## src/hw/rtl/md_block_padder_macros.svh

```systemverilog
// assertion macros for the md_block_padder rtl
// expects clk and rst_n in the scope of each use
`ifndef MD_BLOCK_PADDER_MACROS_SVH
`define MD_BLOCK_PADDER_MACROS_SVH

// same-cycle implication
`define MDBP_ASSERT_NOW(lbl, ante, cons, msg) \
  lbl: assert property (@(posedge clk) disable iff (!rst_n) (ante) |-> (cons)) \
    else $error(msg);

// next-cycle implication
`define MDBP_ASSERT_NEXT(lbl, ante, cons, msg) \
  lbl: assert property (@(posedge clk) disable iff (!rst_n) (ante) |=> (cons)) \
    else $error(msg);

`endif

```

## src/hw/rtl/mdbp_pkg.sv

```systemverilog
// shared types and constants for the md_block_padder block
// no dependencies
`default_nettype none

package mdbp_pkg;

  localparam int BLOCK_BYTES     = 64;
  localparam int DATA_W          = 8;
  localparam int LANES           = 4;
  localparam int LANE_W          = 2;
  localparam int WORDS_PER_BLOCK = BLOCK_BYTES / LANES;
  localparam int WORD_IDX_W      = 4;
  localparam int FILL_W          = 6;
  localparam int COUNT_W         = 61;
  localparam int LEN_AT          = BLOCK_BYTES - 8;
  localparam int WORD_W          = DATA_W * LANES;
  localparam int OUT_TDATA_W     = 40;

  localparam logic [DATA_W-1:0]     PAD_MARK  = 8'h80;
  localparam logic [WORD_IDX_W-1:0] LAST_WORD = WORD_IDX_W'(WORDS_PER_BLOCK - 1);
  localparam logic [FILL_W-1:0]     LAST_BYTE = FILL_W'(BLOCK_BYTES - 1);

  // kind of block being emitted
  typedef enum logic [1:0] {
    BLK_DATA,  // full block of message bytes
    BLK_PAD,   // message tail, 0x80, zero fill and length
    BLK_MARK,  // message tail, 0x80, zero fill, no room for length
    BLK_LEN    // zero fill and length only
  } blk_t;

  typedef struct packed {
    logic                  wr;
    logic [WORD_IDX_W-1:0] rd_addr;
    logic                  load;
    logic [WORD_IDX_W-1:0] word_idx;
    blk_t                  blk;
    logic                  last;
    logic                  finish;
  } cmd_t;

  typedef struct packed {
    logic [FILL_W-1:0] fill;
  } sts_t;

endpackage

`default_nettype wire

```

## src/hw/rtl/mdbp_ram.sv

```systemverilog
// generic single write port ram with registered read
// no dependencies
`default_nettype none

module mdbp_ram #(
  parameter int WIDTH = 8,
  parameter int DEPTH = 16,
  localparam int AW = $clog2(DEPTH)
) (
  input  wire logic             clk,
  input  wire logic             we,
  input  wire logic [AW-1:0]    waddr,
  input  wire logic [WIDTH-1:0] wdata,
  input  wire logic [AW-1:0]    raddr,
  output logic      [WIDTH-1:0] rdata
);

  logic [WIDTH-1:0] mem [DEPTH];
  logic [WIDTH-1:0] rdata_r;

  always_ff @(posedge clk) begin
    if (we) begin
      mem[waddr] <= wdata;
    end
    rdata_r <= mem[raddr];
  end

  assign rdata = rdata_r;

endmodule

`default_nettype wire

```

## src/hw/rtl/mdbp_dp.sv

```systemverilog
// datapath: byte lanes, fill and length counters, padding mux, output register
// depends on mdbp_pkg and mdbp_ram
`default_nettype none

module mdbp_dp (
  input  wire logic                             clk,
  input  wire logic                             rst_n,
  input  wire logic [mdbp_pkg::DATA_W-1:0]      in_byte,
  input  wire logic                             cfg_wr,
  input  wire logic                             cfg_bit,
  input  wire mdbp_pkg::cmd_t                   cmd,
  output mdbp_pkg::sts_t                        sts,
  output logic [mdbp_pkg::WORD_W-1:0]           word,
  output logic [mdbp_pkg::WORD_IDX_W-1:0]       word_idx,
  output logic                                  final_blk,
  output logic                                  last
);

  logic [mdbp_pkg::FILL_W-1:0]     fill_r;
  logic [mdbp_pkg::COUNT_W-1:0]    cnt_r;
  logic                            len_be_r;
  logic [mdbp_pkg::WORD_W-1:0]     word_r;
  logic [mdbp_pkg::WORD_IDX_W-1:0] idx_r;
  logic                            final_r;
  logic                            last_r;

  logic [mdbp_pkg::DATA_W-1:0]     lane_q [mdbp_pkg::LANES];
  logic [mdbp_pkg::WORD_W-1:0]     word_nxt;
  logic [mdbp_pkg::FILL_W:0]       lim;
  logic                            mark_en;
  logic                            len_en;
  logic [63:0]                     bits;

  for (genvar l = 0; l < mdbp_pkg::LANES; l++) begin : g_lane
    mdbp_ram #(
      .WIDTH(mdbp_pkg::DATA_W),
      .DEPTH(mdbp_pkg::WORDS_PER_BLOCK)
    ) u_ram (
      .clk  (clk),
      .we   (cmd.wr && (fill_r[mdbp_pkg::LANE_W-1:0] == mdbp_pkg::LANE_W'(l))),
      .waddr(fill_r[mdbp_pkg::FILL_W-1:mdbp_pkg::LANE_W]),
      .wdata(in_byte),
      .raddr(cmd.rd_addr),
      .rdata(lane_q[l])
    );
  end

  always_comb begin
    case (cmd.blk)
      mdbp_pkg::BLK_DATA: begin
        lim = (mdbp_pkg::FILL_W+1)'(mdbp_pkg::BLOCK_BYTES);
        mark_en = 1'b0;
        len_en = 1'b0;
      end
      mdbp_pkg::BLK_PAD: begin
        lim = {1'b0, fill_r};
        mark_en = 1'b1;
        len_en = 1'b1;
      end
      mdbp_pkg::BLK_MARK: begin
        lim = {1'b0, fill_r};
        mark_en = 1'b1;
        len_en = 1'b0;
      end
      default: begin
        lim = '0;
        mark_en = 1'b0;
        len_en = 1'b1;
      end
    endcase
  end

  assign bits = {cnt_r, 3'b000};

  always_comb begin
    logic [mdbp_pkg::FILL_W:0] pos;
    logic [2:0]                sel;
    for (int l = 0; l < mdbp_pkg::LANES; l++) begin
      pos = {1'b0, cmd.word_idx, mdbp_pkg::LANE_W'(l)};
      sel = {cmd.word_idx[0], mdbp_pkg::LANE_W'(l)};
      if (len_be_r) begin
        sel = ~sel;
      end
      if (pos < lim) begin
        word_nxt[l*mdbp_pkg::DATA_W +: mdbp_pkg::DATA_W] = lane_q[l];
      end else if (mark_en && (pos == lim)) begin
        word_nxt[l*mdbp_pkg::DATA_W +: mdbp_pkg::DATA_W] = mdbp_pkg::PAD_MARK;
      end else if (len_en && (pos >= (mdbp_pkg::FILL_W+1)'(mdbp_pkg::LEN_AT))) begin
        word_nxt[l*mdbp_pkg::DATA_W +: mdbp_pkg::DATA_W] = bits[{sel, 3'b000} +: 8];
      end else begin
        word_nxt[l*mdbp_pkg::DATA_W +: mdbp_pkg::DATA_W] = '0;
      end
    end
  end

  always_ff @(posedge clk) begin
    if (!rst_n) begin
      fill_r   <= '0;
      cnt_r    <= '0;
      len_be_r <= 1'b0;
    end else begin
      if (cfg_wr) begin
        len_be_r <= cfg_bit;
      end
      if (cmd.finish) begin
        fill_r <= '0;
        cnt_r  <= '0;
      end else if (cmd.wr) begin
        fill_r <= fill_r + 1'b1;
        cnt_r  <= cnt_r + 1'b1;
      end
    end
  end

  always_ff @(posedge clk) begin
    if (cmd.load) begin
      word_r  <= word_nxt;
      idx_r   <= cmd.word_idx;
      final_r <= len_en;
      last_r  <= cmd.last;
    end
  end

  assign sts.fill  = fill_r;
  assign word      = word_r;
  assign word_idx  = idx_r;
  assign final_blk = final_r;
  assign last      = last_r;

endmodule

`default_nettype wire

```

## src/hw/rtl/mdbp_ctrl.sv

```systemverilog
// controller: input handshake, block sequencing and word stepping
// depends on mdbp_pkg and md_block_padder_macros.svh
`default_nettype none
`include "md_block_padder_macros.svh"

module mdbp_ctrl (
  input  wire logic           clk,
  input  wire logic           rst_n,
  input  wire logic           in_tvalid,
  input  wire logic           in_byte_valid,
  input  wire logic           in_eom,
  output logic                in_tready,
  output logic                out_tvalid,
  input  wire logic           out_tready,
  input  wire mdbp_pkg::sts_t sts,
  output mdbp_pkg::cmd_t      cmd
);

  typedef enum logic [1:0] {S_IDLE, S_READ, S_LOAD, S_SHOW} state_t;

  state_t                          st_r;
  logic [mdbp_pkg::WORD_IDX_W-1:0] w_r;
  mdbp_pkg::blk_t                  blk_r;
  logic                            eom_pend_r;

  logic                            accept;
  logic                            out_xfer;
  logic                            item_done;
  logic [mdbp_pkg::FILL_W:0]       fill_after;

  assign in_tready  = (st_r == S_IDLE);
  assign out_tvalid = (st_r == S_SHOW);
  assign accept     = in_tvalid && in_tready;
  assign out_xfer   = out_tvalid && out_tready;
  assign fill_after = {1'b0, sts.fill} + (mdbp_pkg::FILL_W+1)'(in_byte_valid);

  // block after which the message is finished
  assign item_done = (blk_r == mdbp_pkg::BLK_PAD) || (blk_r == mdbp_pkg::BLK_LEN);

  assign cmd.wr       = accept && in_byte_valid;
  assign cmd.rd_addr  = (st_r == S_SHOW) ? w_r + 1'b1 : w_r;
  assign cmd.load     = (st_r == S_LOAD);
  assign cmd.word_idx = w_r;
  assign cmd.blk      = blk_r;
  assign cmd.last     = (w_r == mdbp_pkg::LAST_WORD) &&
                        (item_done || ((blk_r == mdbp_pkg::BLK_DATA) && !eom_pend_r));
  assign cmd.finish   = out_xfer && (w_r == mdbp_pkg::LAST_WORD) && item_done;

  always_ff @(posedge clk) begin
    if (!rst_n) begin
      st_r       <= S_IDLE;
      w_r        <= '0;
      blk_r      <= mdbp_pkg::BLK_DATA;
      eom_pend_r <= 1'b0;
    end else begin
      case (st_r)
        S_IDLE: begin
          w_r <= '0;
          if (accept) begin
            if (in_byte_valid && (sts.fill == mdbp_pkg::LAST_BYTE)) begin
              blk_r      <= mdbp_pkg::BLK_DATA;
              eom_pend_r <= in_eom;
              st_r       <= S_READ;
            end else if (in_eom) begin
              blk_r      <= (fill_after >= (mdbp_pkg::FILL_W+1)'(mdbp_pkg::LEN_AT)) ?
                            mdbp_pkg::BLK_MARK : mdbp_pkg::BLK_PAD;
              eom_pend_r <= 1'b0;
              st_r       <= S_READ;
            end
          end
        end
        S_READ: begin
          st_r <= S_LOAD;
        end
        S_LOAD: begin
          st_r <= S_SHOW;
        end
        S_SHOW: begin
          if (out_tready) begin
            w_r <= w_r + 1'b1;
            if (w_r != mdbp_pkg::LAST_WORD) begin
              st_r <= S_LOAD;
            end else begin
              case (blk_r)
                mdbp_pkg::BLK_DATA: begin
                  if (eom_pend_r) begin
                    blk_r      <= mdbp_pkg::BLK_PAD;
                    eom_pend_r <= 1'b0;
                    st_r       <= S_LOAD;
                  end else begin
                    st_r <= S_IDLE;
                  end
                end
                mdbp_pkg::BLK_MARK: begin
                  blk_r <= mdbp_pkg::BLK_LEN;
                  st_r  <= S_LOAD;
                end
                default: begin
                  st_r <= S_IDLE;
                end
              endcase
            end
          end
        end
        default: begin
          st_r <= S_IDLE;
        end
      endcase
    end
  end

  `MDBP_ASSERT_NEXT(a_word_step, out_xfer && (w_r != mdbp_pkg::LAST_WORD), (st_r == S_LOAD) && (w_r == mdbp_pkg::WORD_IDX_W'($past(w_r) + 1'b1)), "word index did not advance after transfer")
  `MDBP_ASSERT_NEXT(a_stall_hold, out_tvalid && !out_tready, (st_r == S_SHOW) && $stable(w_r) && $stable(blk_r), "word state changed while stalled")
  `MDBP_ASSERT_NEXT(a_eom_emits, accept && in_eom, st_r == S_READ, "end of message did not start a block")
  `MDBP_ASSERT_NOW(a_no_pend_late, (blk_r != mdbp_pkg::BLK_DATA) && (st_r != S_IDLE), !eom_pend_r, "pending end of message outside a data block")

endmodule

`default_nettype wire

```

## src/hw/rtl/md_block_padder.sv

```systemverilog
// md_block_padder: top level, 64-byte block gathering and message padding
// depends on mdbp_pkg, mdbp_ctrl, mdbp_dp and mdbp_ram
//
// usage:
// in channel carries one message byte per transfer: in_tdata is the byte,
// in_tuser[0] says the byte is present, in_tlast ends the message after it.
// out channel carries 16 words per 64-byte block, byte 0 of each word in bits 7:0.
// out_tuser[0] marks words of the block holding the bit length, out_tlast the
// final word caused by one input transfer. cfg_data[0] picks length byte
// order (0 little endian, 1 big endian); write it only while the block is idle.
// in_tready stays high after an input transfer that emits nothing. one that emits
// blocks raises out_tvalid with its first word after a ram read state and an output
// register load state; after that, each word taken while out_tready is high starts the
// word loop (ram read, then output register load) for the next one. in_tready stays
// low until the last word leaves. a transfer may cause up to two blocks (32 words).
// a stalled receiver holds the current word in the output register unchanged.
// reset clears the fill and length counters and selects little endian.
`default_nettype none

module md_block_padder (
  input  wire logic        clk,
  input  wire logic        rst_n,
  input  wire logic        in_tvalid,
  output logic             in_tready,
  input  wire logic [7:0]  in_tdata,   // data_byte
  input  wire logic [0:0]  in_tuser,   // byte_valid
  input  wire logic        in_tlast,   // end_of_message
  output logic             out_tvalid,
  input  wire logic        out_tready,
  output logic [39:0]      out_tdata,  // block_word, word_index, zero fill
  output logic [0:0]       out_tuser,  // final_block
  output logic             out_tlast,  // last_of_run
  input  wire logic        cfg_valid,
  output logic             cfg_ready,
  input  wire logic [0:0]  cfg_data    // length_big_endian
);

  mdbp_pkg::cmd_t                  cmd;
  mdbp_pkg::sts_t                  sts;
  logic [mdbp_pkg::WORD_W-1:0]     word;
  logic [mdbp_pkg::WORD_IDX_W-1:0] word_idx;
  logic                            final_blk;
  logic                            last;

  assign cfg_ready = 1'b1;

  mdbp_ctrl u_ctrl (
    .clk          (clk),
    .rst_n        (rst_n),
    .in_tvalid    (in_tvalid),
    .in_byte_valid(in_tuser[0]),
    .in_eom       (in_tlast),
    .in_tready    (in_tready),
    .out_tvalid   (out_tvalid),
    .out_tready   (out_tready),
    .sts          (sts),
    .cmd          (cmd)
  );

  mdbp_dp u_dp (
    .clk      (clk),
    .rst_n    (rst_n),
    .in_byte  (in_tdata),
    .cfg_wr   (cfg_valid && cfg_ready),
    .cfg_bit  (cfg_data[0]),
    .cmd      (cmd),
    .sts      (sts),
    .word     (word),
    .word_idx (word_idx),
    .final_blk(final_blk),
    .last     (last)
  );

  assign out_tdata = {(mdbp_pkg::OUT_TDATA_W - mdbp_pkg::WORD_W - mdbp_pkg::WORD_IDX_W)'(0),
                      word_idx, word};
  assign out_tuser = final_blk;
  assign out_tlast = last;

endmodule

`default_nettype wire

```

## config.mk

```make
export PLATFORM = sky130hd
export DESIGN_NAME = md_block_padder
export DESIGN_NICKNAME = d
export VERILOG_FILES = /design/src/hw/rtl/mdbp_pkg.sv /design/src/hw/rtl/mdbp_ram.sv /design/src/hw/rtl/mdbp_dp.sv /design/src/hw/rtl/mdbp_ctrl.sv /design/src/hw/rtl/md_block_padder.sv
export VERILOG_INCLUDE_DIRS = /design/src /design/src/hw/rtl
export SDC_FILE = /design/constraint.sdc
export NUM_CORES = 1
export LEC_CHECK = 0
export BUFFER_PORTS_ARGS = -buffer_cell sky130_fd_sc_hd__clkbuf_2
export CAP_MARGIN = 25
export CORE_ASPECT_RATIO = 0.6
export CORE_MARGIN = 4
export CORE_UTILIZATION = 40
export CTS_CLUSTER_DIAMETER = 80
export DETAILED_ROUTE_END_ITERATION = 10
export PLACE_DENSITY_LB_ADDON = 0.3
export SETUP_SLACK_MARGIN = 0.5
export SYNTH_ARGS = -nofsm -noshare
export SYNTH_HDL_FRONTEND = slang
export SYNTH_SLANG_ARGS = --single-unit
```

## constraint.sdc

```tcl
create_clock -name clk -period 6.4 [get_ports clk]
set_clock_uncertainty 0.2 [all_clocks]
set_input_delay 1.28 -clock clk [delete_from_list [all_inputs] [get_ports clk]]
set_output_delay 1.28 -clock clk [all_outputs]
set_load 0.005 [all_outputs]
```

== After elaboration in Yosys (flattened, before gate mapping) ==
Memories as Yosys holds them, arrays and structs flattened. A register that Yosys moved wholly into a read port is not among the register bits.
Index checks and enable logic that the tools add are counted.
Storage, ports and cells
  register bits after elaboration: 115
  memory bits (writable): 512
  memories: 4
Memory list
  u_dp.g_lane[0].u_ram.mem: words 16, bits a word 8, rd ports 1, clocked after Yosys merged registers in 1, wr ports 1, line mdbp_ram.sv:18  | logic [WIDTH-1:0] mem [DEPTH];
  u_dp.g_lane[1].u_ram.mem: words 16, bits a word 8, rd ports 1, clocked after Yosys merged registers in 1, wr ports 1, line mdbp_ram.sv:18
  u_dp.g_lane[2].u_ram.mem: words 16, bits a word 8, rd ports 1, clocked after Yosys merged registers in 1, wr ports 1, line mdbp_ram.sv:18
  u_dp.g_lane[3].u_ram.mem: words 16, bits a word 8, rd ports 1, clocked after Yosys merged registers in 1, wr ports 1, line mdbp_ram.sv:18
Operators by class
  add/subtract/negate cells: 4
  $lt $le $gt $ge: 9
  equal/unequal tests: 23
  shifts and indexed selects: 4
  multiplexer cells: 54
  bitwise operators: 5
  reductions and logical operators: 34
Operator list (number)
  $shiftx 64x7->8: 4
  $mux 8: 12
  $add 61x1->61 const B: 1
  $eq 6x7->1: 4
  $lt 6x7->1: 4
  $mux 2: 13
  $ge 6x6->1 const B: 4
  $logic_and 1x1->1: 20
  $mux 1: 16
  $pmux 7 s2: 1
  $eq 2x2->1 const B: 6
  $mux 3: 4
  $not 3->3: 4
  $pmux 2 s2: 3
  $ne 3x3->1 const B: 3
  $mux 4: 2
  $ne 2x2->1 const B: 4
  $pmux 2 s4: 1
  $pmux 4 s2: 1
  $add 6x1->7: 1
  $ge 7x6->1 const B: 1
  $reduce_and 7->1: 1
  $add 6x1->6 const B: 1
  $eq 2x1->1 const B: 3
  14 further kinds: 19

== Logic depth before layout (Yosys ltp) ==
Gate-level depths: netlist of the first run.
  word-level depth: 7
  mapped depth: 12
  gate-level depth less buffers: 10

== By module ==
Synthesis of the first run repeated with hierarchy kept, for this count alone.
Second synthesis, totals
  cells, all modules: 1610
  area total of the unflattened synthesis: 27363.7 um^2
By module, submodules not included
  mdbp_ram: instances 4, cells each 229, area each 5147.4 um^2, seq. area each 4003.8 um^2
  mdbp_dp: instances 1, cells each 600, area each 6014.5 um^2, seq. area each 2502.4 um^2
  mdbp_ctrl: instances 1, cells each 87, area each 714.4 um^2, seq. area each 180.2 um^2
  md_block_padder: instances 1, cells each 7, area each 45.0 um^2, seq. area each 0.0 um^2

== Worst setup path after synthesis of the first run ==
No wires, ideal clock.
  path type: reg-to-reg
  start: reg u_ctrl.w_r[0] (netlist bit)
  end: reg u_dp.g_lane[1].u_ram.rdata_r[3], read port of u_dp.g_lane[1].u_ram.mem
  library setup time: 0.120 ns
  arrival time: 3.444 ns
  required time: 6.080 ns
  slack: 2.637 ns
  stages on the path, launching flop included: 12
  clock period less this slack: 3.763 ns
  path through: dfxtp_1 -> buf_2 -> buf_2 -> buf_2 -> buf_1 -> inv_1 -> ha_1 -> clkbuf_1 -> buf_1 -> mux4_2 -> a22oi_1 -> nand2_1
On the way
  cells in the longest elaborated chain, start to end: 2
RTL lines
  from (decl): line mdbp_ctrl.sv:22  | logic [mdbp_pkg::WORD_IDX_W-1:0] w_r;
  from (signal assigned): line mdbp_ctrl.sv:80  | w_r <= w_r + 1'b1;
  $add 4x1->4: line mdbp_ctrl.sv:41  | assign cmd.rd_addr = (st_r == S_SHOW) ? w_r + 1'b1 : w_r;
  $mux 4 (*): line mdbp_ctrl.sv:41
  to (decl): line mdbp_ram.sv:19  | logic [WIDTH-1:0] rdata_r;
Mark *: on every way between the ends. The rest lies on a longest branch, timed or not.
A chain may end at the register's enable or synchronous reset.

== Final worst setup path of the first run ==
Same ends and word-level chain as after synthesis.

==> summary.txt, run 1 <==
Run status: finished, final reports clean
Synth-to-layout area growth: 11.69%
Slew Limit Fails: 0
DP Worst Slack: 1.915 ns
Most used DFF post-synth: edfxtp_1
Worst-path cell chain: buf_4 -> inv_1 -> ha_1 -> a21oi_4 -> buf_12 -> mux4_2 -> a22oi_1 -> nand2_1
Yosys cell types: 63
DRT Pass-1 Iters: 6
Post-cts repair resize count: 0
Metal2 WL: 27.02 mm
Complex-gate fraction of the synthesized area: 0.04649
Adder-Cell Fraction of Synth Area: 0.009307
Routed wl met3: 9.587 mm
Clock Latency Late Sink: 0.61 ns
Worst Path Max Fanout: 113
Post-synthesis xor/xnor area fraction: 0.01140
Syn_area_per_cell: 16.50 µm²
Setup TNS: 0 ns
Final ANT Viol Nets: 0
Largest net degree at the start of global routing: 114
Initial core utilization: 0.4049
Final worst setup slack: 2.453 ns
Drt wl/cell: 27.60 µm
Sequential cell area: 18700 µm²
Final Util: 0.4522
Placer Congestion: 0.8612
CTS clk-pin slew, worst paths: 0.07 ns
Slew headroom: 0.3679
Die ar.: 71570 µm²
CTS tree: yes
Post-synth EDFFs: 550
HPWL Detailed: 46.90 mm
Pleak: 9.402 nW
H-Tree Depth: 2
1st-iter DRT viols: 2259
Slowest stage delay, CP: 0.54 ns
Fraction of layout cells with a size suffix above 1: 0.2012
Crit path launch type: flip-flop
Worst Max-Slew Pin Slew: 0.9482 ns
VDD IR-drop max: 0.0002445 V
Std-Cell Rows: 73
CTS Sinks: 659
Cell area after synthesis: 26890 µm²
Worst r2r src: u_ctrl.w_r[0]$_SDFFE_PN0P_
Synth warnings: 0
GRT Total Usage: 0.2007
Die Span Y: 208.8 µm
DRC viols: 0
Syn Inst Count: 1630
Root Buffer: clkbuf_16
Clock buffer depth: 3
Postcts setup bufs: 0
CP max stage cell: buf_4
Crit path from: u_ctrl.w_r[0]$_SDFFE_PN0P_
ANT cells: 0
Area of the core: 66400 µm²
RSZ-0062 raised after global routing: no
Fmax achieved: 253.4 MHz
Flop2flop setup slack: 2.45 ns
Critical path arrival: 4.23 ns
Layout Nets: 1710
Number of CTS-inserted buffers: 56
Hold buffers post-CTS: 0
Filler instances: 5713
Final worst-path cycle share: 0.6167
Initial antenna violation count: 1
Multi-input logic area: 7756 µm²
Mux cell area share after synthesis: 0.1394
GR Overflow Total: 0
CP Capture Type: flip-flop
Crit Path Category: flip-flop to flip-flop
Worst hold path type: flip-flop to flip-flop
First-pass GRT wire length: 105.1 mm
DR vias: 15646
Fin. Hold Viols: 0
# setup viols final: 0
Uppermost layer routed: met4
Yosys reg bits: 659
Port buffer count: 55
Post-Route WL: 72.30 mm
Post-Synth Simple-Gate Area: 0.07864
Min cycle time layout: 3.947 ns
Seq/Total Area, Yosys: 0.6954
Fraction of registers with async set/reset: 0
Pwr per Cell Area: 285.0 nW/µm²
Vias in the first global route: 14498
Data required, critical path: 6.68 ns
Die X: 342.7 µm
Main combinational cell family by area after synthesis: multiplexers
Io pins: 61
Max-Cap Viols: 0
Via/cell ratio: 5.972
M1 WL: 34.83 mm
Hold path start: u_dp.cnt_r[60]$_SDFFE_PP0P_
[layer usage]
layer,track usage,vias up
met5,0,-
met4,0.02783,0
met3,0.06616,70
met2,0.2406,952
met1,0.3469,8072
li1,-,6552
[sequential cells by signal, indices dropped and copies added (netlist names)]
register and cells:
u_dp.g_lane.u_ram.mem 512, u_dp.cnt_r 61, u_dp.g_lane.u_ram.rdata 32, u_dp.word 32, u_dp.sts 6, u_ctrl.w_r 4, u_dp.word_idx 4, u_ctrl.blk_r 2
u_ctrl.st_r 2, u_ctrl.eom_pend_r 1, u_dp.final_blk 1, u_dp.last 1, u_dp.len_be_r 1
[worst max-delay path, delay by kind of cell, from the launching register on]
kind	cells	cell delay, ns
flip-flops	1	0.31
AND/OR/NAND/NOR	1	0.09
multiplexers	1	0.46
adder cells (fa/ha/maj)	1	0.41
buffers and inverters	3	1.34
AO/OA/AOI/OAI	2	0.77
[area by class of cell]
class,count,share of cell area
Clock buffer,67,0.04837
Inverter,27,0.003375
Multi-Input combinational cell,852,0.2583
Sequential cell,659,0.6227
Clock inverter,37,0.01333
Timing Repair Buffer,78,0.01642
Tap cell,900,0.03750
[kinds of logic after synthesis]
family,count (synthesis)
other,2
muxes,180
AOI/OAI and AO/OA,191
buffers and inverters,122
DFF,659
xor gates and xnor gates,35
and+or+nand+nor,421
adders and majority gates,20
[synth_stat cells, types with 5 or more instances]
cell type / count / area, µm²
edfxtp_1: 550 / 16520
mux4_2: 153 / 3446
nor2_1: 123 / 461.7
dfxtp_1: 109 / 2182
nand2_1: 106 / 397.9
a22oi_1: 64 / 480.5
clkbuf_1: 64 / 240.2
nand3_1: 49 / 245.2
a21oi_1: 42 / 210.2
o21ai_0: 37 / 185.2
inv_1: 27 / 101.4
xnor2_1: 21 / 183.9
ha_1: 20 / 250.2
nand4_1: 20 / 125.1
and3_1: 17 / 106.4
o31ai_1: 14 / 105.1
or3_1: 14 / 87.58
xor2_1: 14 / 122.6
buf_2: 13 / 65.06
mux2_2: 13 / 146.4
mux2i_1: 13 / 130.1
nor3_1: 13 / 65.06
or4_1: 13 / 97.59
and4_1: 11 / 96.34
nor2b_1: 11 / 68.82
nor4_1: 11 / 68.82
buf_1: 10 / 37.54
a22o_1: 7 / 61.31
buf_4: 6 / 45.04
nor3b_1: 5 / 37.54
[placed cells by master, fill, tap and decap left out, types with 4 or more instances in the layout]
master,synthesis,routed
inv_1,27,27
a22o_1,7,7
clkinvlp_4,0,4
ha_1,20,19
xnor2_1,21,21
nor3_1,13,13
or3_1,14,14
edfxtp_1,550,550
nor3b_1,5,5
nor2b_1,11,10
clkbuf_1,64,10
nor4_1,11,11
clkinv_1,0,11
bufinv_16,0,8
buf_12,0,4
nand4_1,20,20
a22oi_1,64,64
nor2_1,123,123
nand3b_1,4,4
nand3_1,49,49
and3_1,17,17
a21oi_1,42,41
buf_4,6,16
dfxtp_1,109,107
clkbuf_2,0,55
clkbuf_16,0,56
and2_1,4,4
xor2_1,14,14
clkinv_2,0,11
mux2_2,13,13
conb_1,2,5
o21ai_0,37,37
o31ai_1,14,14
and4_1,11,11
mux2i_1,13,11
mux4_2,153,153
or4_1,13,13
nand2_1,106,106
[worst paths after layout]
check,endpoint,cells after the start
hold / removal,u_dp.cnt_r[60]$_SDFFE_PP0P_,2
hold reg to reg,u_dp.cnt_r[60]$_SDFFE_PP0P_,2
setup / recovery,u_dp.g_lane[1].u_ram.rdata[3]$_DFF_P_,8
setup reg to reg,u_dp.g_lane[1].u_ram.rdata[3]$_DFF_P_,8
[report_power, final]
group | switching [mW] | internal, mW | leakage, nW | total, mW
sequential | 0.0254 | 4.68 | 5.85 | 4.70
combinational | 0.223 | 0.116 | 2.66 | 0.339
clock | 1.57 | 1.95 | 0.899 | 3.52
total | 1.82 | 6.74 | 9.40 | 8.56
[through the flow]
step / instance area [µm²] / hold slack [ns] / power [mW] / cells
2_1_floorplan: 26900 / 0.2485 / 4.966 / 1633
3_3_place_gp: 28120 / 0.2625 / 5.133 / 2511
3_5_place_dp: 28120 / 0.2805 / 5.135 / 2511
4_1_cts: 29970 / 0.2841 / 8.603 / 2615
5_1_grt: 30030 / 0.3089 / 8.818 / 2620
6_report: 30030 / 0.2849 / 8.558 / 2620
(Power assumes the default switching activity.)
==> inputs of run 2 (changes only) <==
--- a/config.mk
+++ b/config.mk
@@ -6,6 +6,7 @@
 export SDC_FILE = /design/constraint.sdc
 export NUM_CORES = 1
 export LEC_CHECK = 0
+export ABC_AREA = 1
 export BUFFER_PORTS_ARGS = -buffer_cell sky130_fd_sc_hd__clkbuf_2
 export CAP_MARGIN = 25
 export CORE_ASPECT_RATIO = 0.6
==> constraint.sdc (replaced) <==
create_clock -name clk -period 3.5 [get_ports clk]
set_clock_uncertainty 0.2 [all_clocks]
set_input_delay 0.7 -clock clk [delete_from_list [all_inputs] [get_ports clk]]
set_output_delay 0.7 -clock clk [all_outputs]
set_load 0.005 [all_outputs]
==> run 2 against run 1 <==
  * Die area grew 7.1%
  * Global-route usage up 1.1 points
  * Critical path depth is 5 higher
  * Register-to-register slack got worse by 1.8 ns
  * Area after synthesis grew 7.3%
  * Critical endpoint is now u_dp.word[25]$_DFFE_PP_
  * Clock power grew 86%
  * Largest cell class unchanged
  * Wire length is 16% higher
  * Sequential share of layout area shrank 5.1 points
  * Critical path type unchanged
  * First-iteration DRC count increased by 46%
  * Fmax increased by 39%
  * Worst hold slack worse by 0.14 ns
  * Core utilization is 1.1 points higher
==> summary.txt, run 2 <==
Run status: finished, final reports clean
Yosys cell types: 47 (-25%)
Final ANT Viol Nets: 0 (unchanged)
DR vias: 21303 (+36%)
Max-Cap Viols: 0 (unchanged)
CTS clk-pin slew, worst paths: 0.07 ns (about the same)
First-pass GRT wire length: 124.5 mm (+18%)
Crit path launch type: flip-flop
Syn Inst Count: 2862 (+76%)
Most frequent cells in the layout: 1001 x nand2_1, 550 x edfxtp_1, 216 x nor2_1
Die ar.: 76640 µm² (+7.1%)
CTS tree: yes
Synth warnings: 0 (unchanged)
Pleak: 11.90 nW (+27%)
Placer Congestion: 1.033 (+20%)
Critical path arrival: 3.15 ns (-1.08 ns)
Slew Limit Fails: 0 (unchanged)
1st-iter DRT viols: 3300 (+46%)
Slew headroom: 0.4231 (+0.05522)
Root Buffer: clkbuf_16
Most used DFF post-synth: edfxtp_1
CP Capture Type: flip-flop
Fraction of layout cells with a size suffix above 1: 0.09462 (-0.1065)
Std-Cell Rows: 75 (+2.7%)
GRT Total Usage: 0.2118 (+0.01107)
DRT Pass-1 Iters: 7 (+1)
Filler instances: 6501 (+14%)
M1 WL: 39.24 mm (+13%)
Sequential cell area: 18700 µm² (unchanged)
Commonest cells post-synth: 1001 x nand2_1, 550 x edfxtp_1, 217 x nor2_1
Min Hold Slack: 0.1464 ns (-0.1385 ns)
H-Tree Depth: 2 (unchanged)
Drt wl/cell: 21.13 µm (-23%)
Routed wl met3: 9.684 mm (+1.0%)
Fin. Hold Viols: 0 (unchanged)
Setup TNS: 0 ns (unchanged)
HPWL Detailed: 56.03 mm (+19%)
Most common cell after layout, fill and taps aside: nand2_1
Worst Max-Slew Pin Slew: 0.8633 ns (-0.08492 ns)
Synth-to-layout area growth: 13.34%
Uppermost layer routed: met5
Min cycle time layout: 2.843 ns (-1.104 ns)
Top cell type's share of synthesized area: 0.5724 (-0.04187)
Most common cell in the netlist: nand2_1
Number of CTS-inserted buffers: 58 (+3.6%)
Data required, critical path: 3.80 ns (-2.88 ns)
Via/cell ratio: 5.389 (-9.8%)
RSZ-0062 raised after global routing: yes
Final Util: 0.4628 (+0.01058)
Top post-synthesis cells by area: edfxtp_1 57%, nand2_1 13%, dfxtp_1 7.6%
Cell area after synthesis: 28850 µm² (+7.3%)
Seq/Total Area, Yosys: 0.6480 (-0.04741)
Post-synth EDFFs: 550 (unchanged)
Io pins: 61 (unchanged)
VDD IR-drop max: 0.0004271 V (+75%)
DRC viols: 0 (unchanged)
Clock Latency Late Sink: 0.64 ns (+0.03 ns)
Fraction of registers with async set/reset: 0 (unchanged)
Port buffer count: 55 (unchanged)
Reg with most FFs: u_dp.g_lane.u_ram.mem
Final worst-path cycle share: 0.8124 (+0.1956)
Clock buffer depth: 3 (unchanged)
Area of the core: 70660 µm² (+6.4%)
Vias in the first global route: 19910 (+37%)
Yosys reg bits: 659 (unchanged)
ANT cells: 0 (unchanged)
Placed Cells: 3844 (+53%)
Area leader, netlist: edfxtp_1
Post-Route WL: 83.52 mm (+16%)
GR Overflow Total: 0 (unchanged)
Worst Path Max Fanout: 8 (-93%)
Syn_area_per_cell: 10.08 µm² (-39%)
Worst hold path type: primary input to flip-flop
Non-Filler Instances: 3953 (+51%)
Layout Nets: 2982 (+74%)
Die X: 354.7 µm (+3.5%)
Crit Path Category: flip-flop to flip-flop
Pwr per Cell Area: 519.7 nW/µm² (+82%)
Die Span Y: 216.0 µm (+3.5%)
CTS Sinks: 659 (unchanged)
Largest register FFs: 512 (unchanged)
Multi-input logic area: 8927 µm² (+15%)
Initial antenna violation count: 2 (+1)
# setup viols final: 0 (unchanged)
Fmax achieved: 351.7 MHz (+39%)
Registers with the most flip-flops: u_dp.g_lane.u_ram.mem: 512 flops, u_dp.cnt_r: 61 flops
Metal2 WL: 32.88 mm (+22%)
Largest net degree at the start of global routing: 98 (-14%)
Initial core utilization: 0.4083 (+0.003430)
run 2: cell types whose count changed after synthesis, sizes merged, moves of 101 or more:
cell,previous run,this run
inv,27,169
mux4,154,0
nand2,106,1005
nand3,50,167
nor2,123,226
o21ai,38,139
run 2: layer usage:
| layer | track usage | vias to the layer above |
|---|---|---|
| li1 | - | 9941 |
| met1 | 0.3321 | 10206 |
| met2 | 0.2864 | 1021 |
| met3 | 0.06338 | 131 |
| met4 | 0.04306 | 4 |
| met5 | 0 | - |
run 2: cell type report:
type / instances / area share
clock inverters: 24 / 0.009565
flip-flops and latches: 659 / 0.5718
repair buffers: 161 / 0.03971
multi-input cells: 1893 / 0.2730
clock buffers: 81 / 0.04886
well taps: 962 / 0.03680
inverters: 173 / 0.02028
run 2: worst paths after layout:
path / from / slack, ns / endpoint / cells after the start
worst min-delay path: out_tready / 0.15 / u_ctrl.w_r[1]$_SDFFE_PN0P_ / 3
worst max-delay path: u_ctrl.blk_r[0]$_SDFFE_PN0P_ / 0.66 / u_dp.word[25]$_DFFE_PP_ / 13
worst min register to register: u_dp.cnt_r[1]$_SDFFE_PP0P_ / 0.33 / u_dp.cnt_r[1]$_SDFFE_PP0P_ / 2
worst max register to register: u_ctrl.blk_r[0]$_SDFFE_PN0P_ / 0.66 / u_dp.word[25]$_DFFE_PP_ / 13
run 2: critical path, cell delays in order, from the launching register on:
cell and delay [ns]:
dfxtp_2 0.37, inv_1 0.09, ha_4 0.32, nand3_1 0.10, ha_1 0.33, nand2_1 0.09, nor2_4 0.15, inv_1 0.07
or2_4 0.27, nand2_1 0.08, o21ai_1 0.12, nor2_4 0.22, o211ai_1 0.19, nand2_1 0.10
run 2: through the flow:
stage	setup slack [ns]	power, mW	cell area, µm²
after floorplan	0.8075	9.888	28870
after global placement	0.4349	10.53	30650
after detailed placement	0.4006	10.55	30650
after CTS	0.5385	17.06	32570
after global routing	0.4654	17.61	32700
final	0.6567	17.00	32700
run 2: logic make-up (layout without fill, tap and decap cells):
kind of cell / after synthesis / after routing / share of synthesized area
AND/OR/NAND/NOR: 1468 / 1468 / 0.2065
flip-flops: 659 / 659 / 0.6480
AO/OA/AOI/OAI: 358 / 358 / 0.07636
buffers and inverters: 313 / 439 / 0.04605
multiplexers: 32 / 32 / 0.01110
adder cells (fa/ha/maj): 20 / 20 / 0.008673
XOR/XNOR: 10 / 10 / 0.003036
other: 2 / 5 / 0.0002603
run 2: power breakdown:
part | switching (mW) | internal (mW)
Combinational | 1.17 | 0.493
Clock | 2.91 | 3.64
Sequential | 0.121 | 8.66
Total | 4.21 | 12.8
run 2: repair_timing:
| action | CTS | global route |
|---|---|---|
| endpoints found under the hold margin | 0 | 0 |
| setup endpoints to repair | 12 | 47 |
| resized for setup | 5 | 12 |
| cloned | 0 | 1 |
| hold buffers | 0 | 0 |
| pin swaps | 0 | 2 |
| buffers inserted | 0 | 2 |
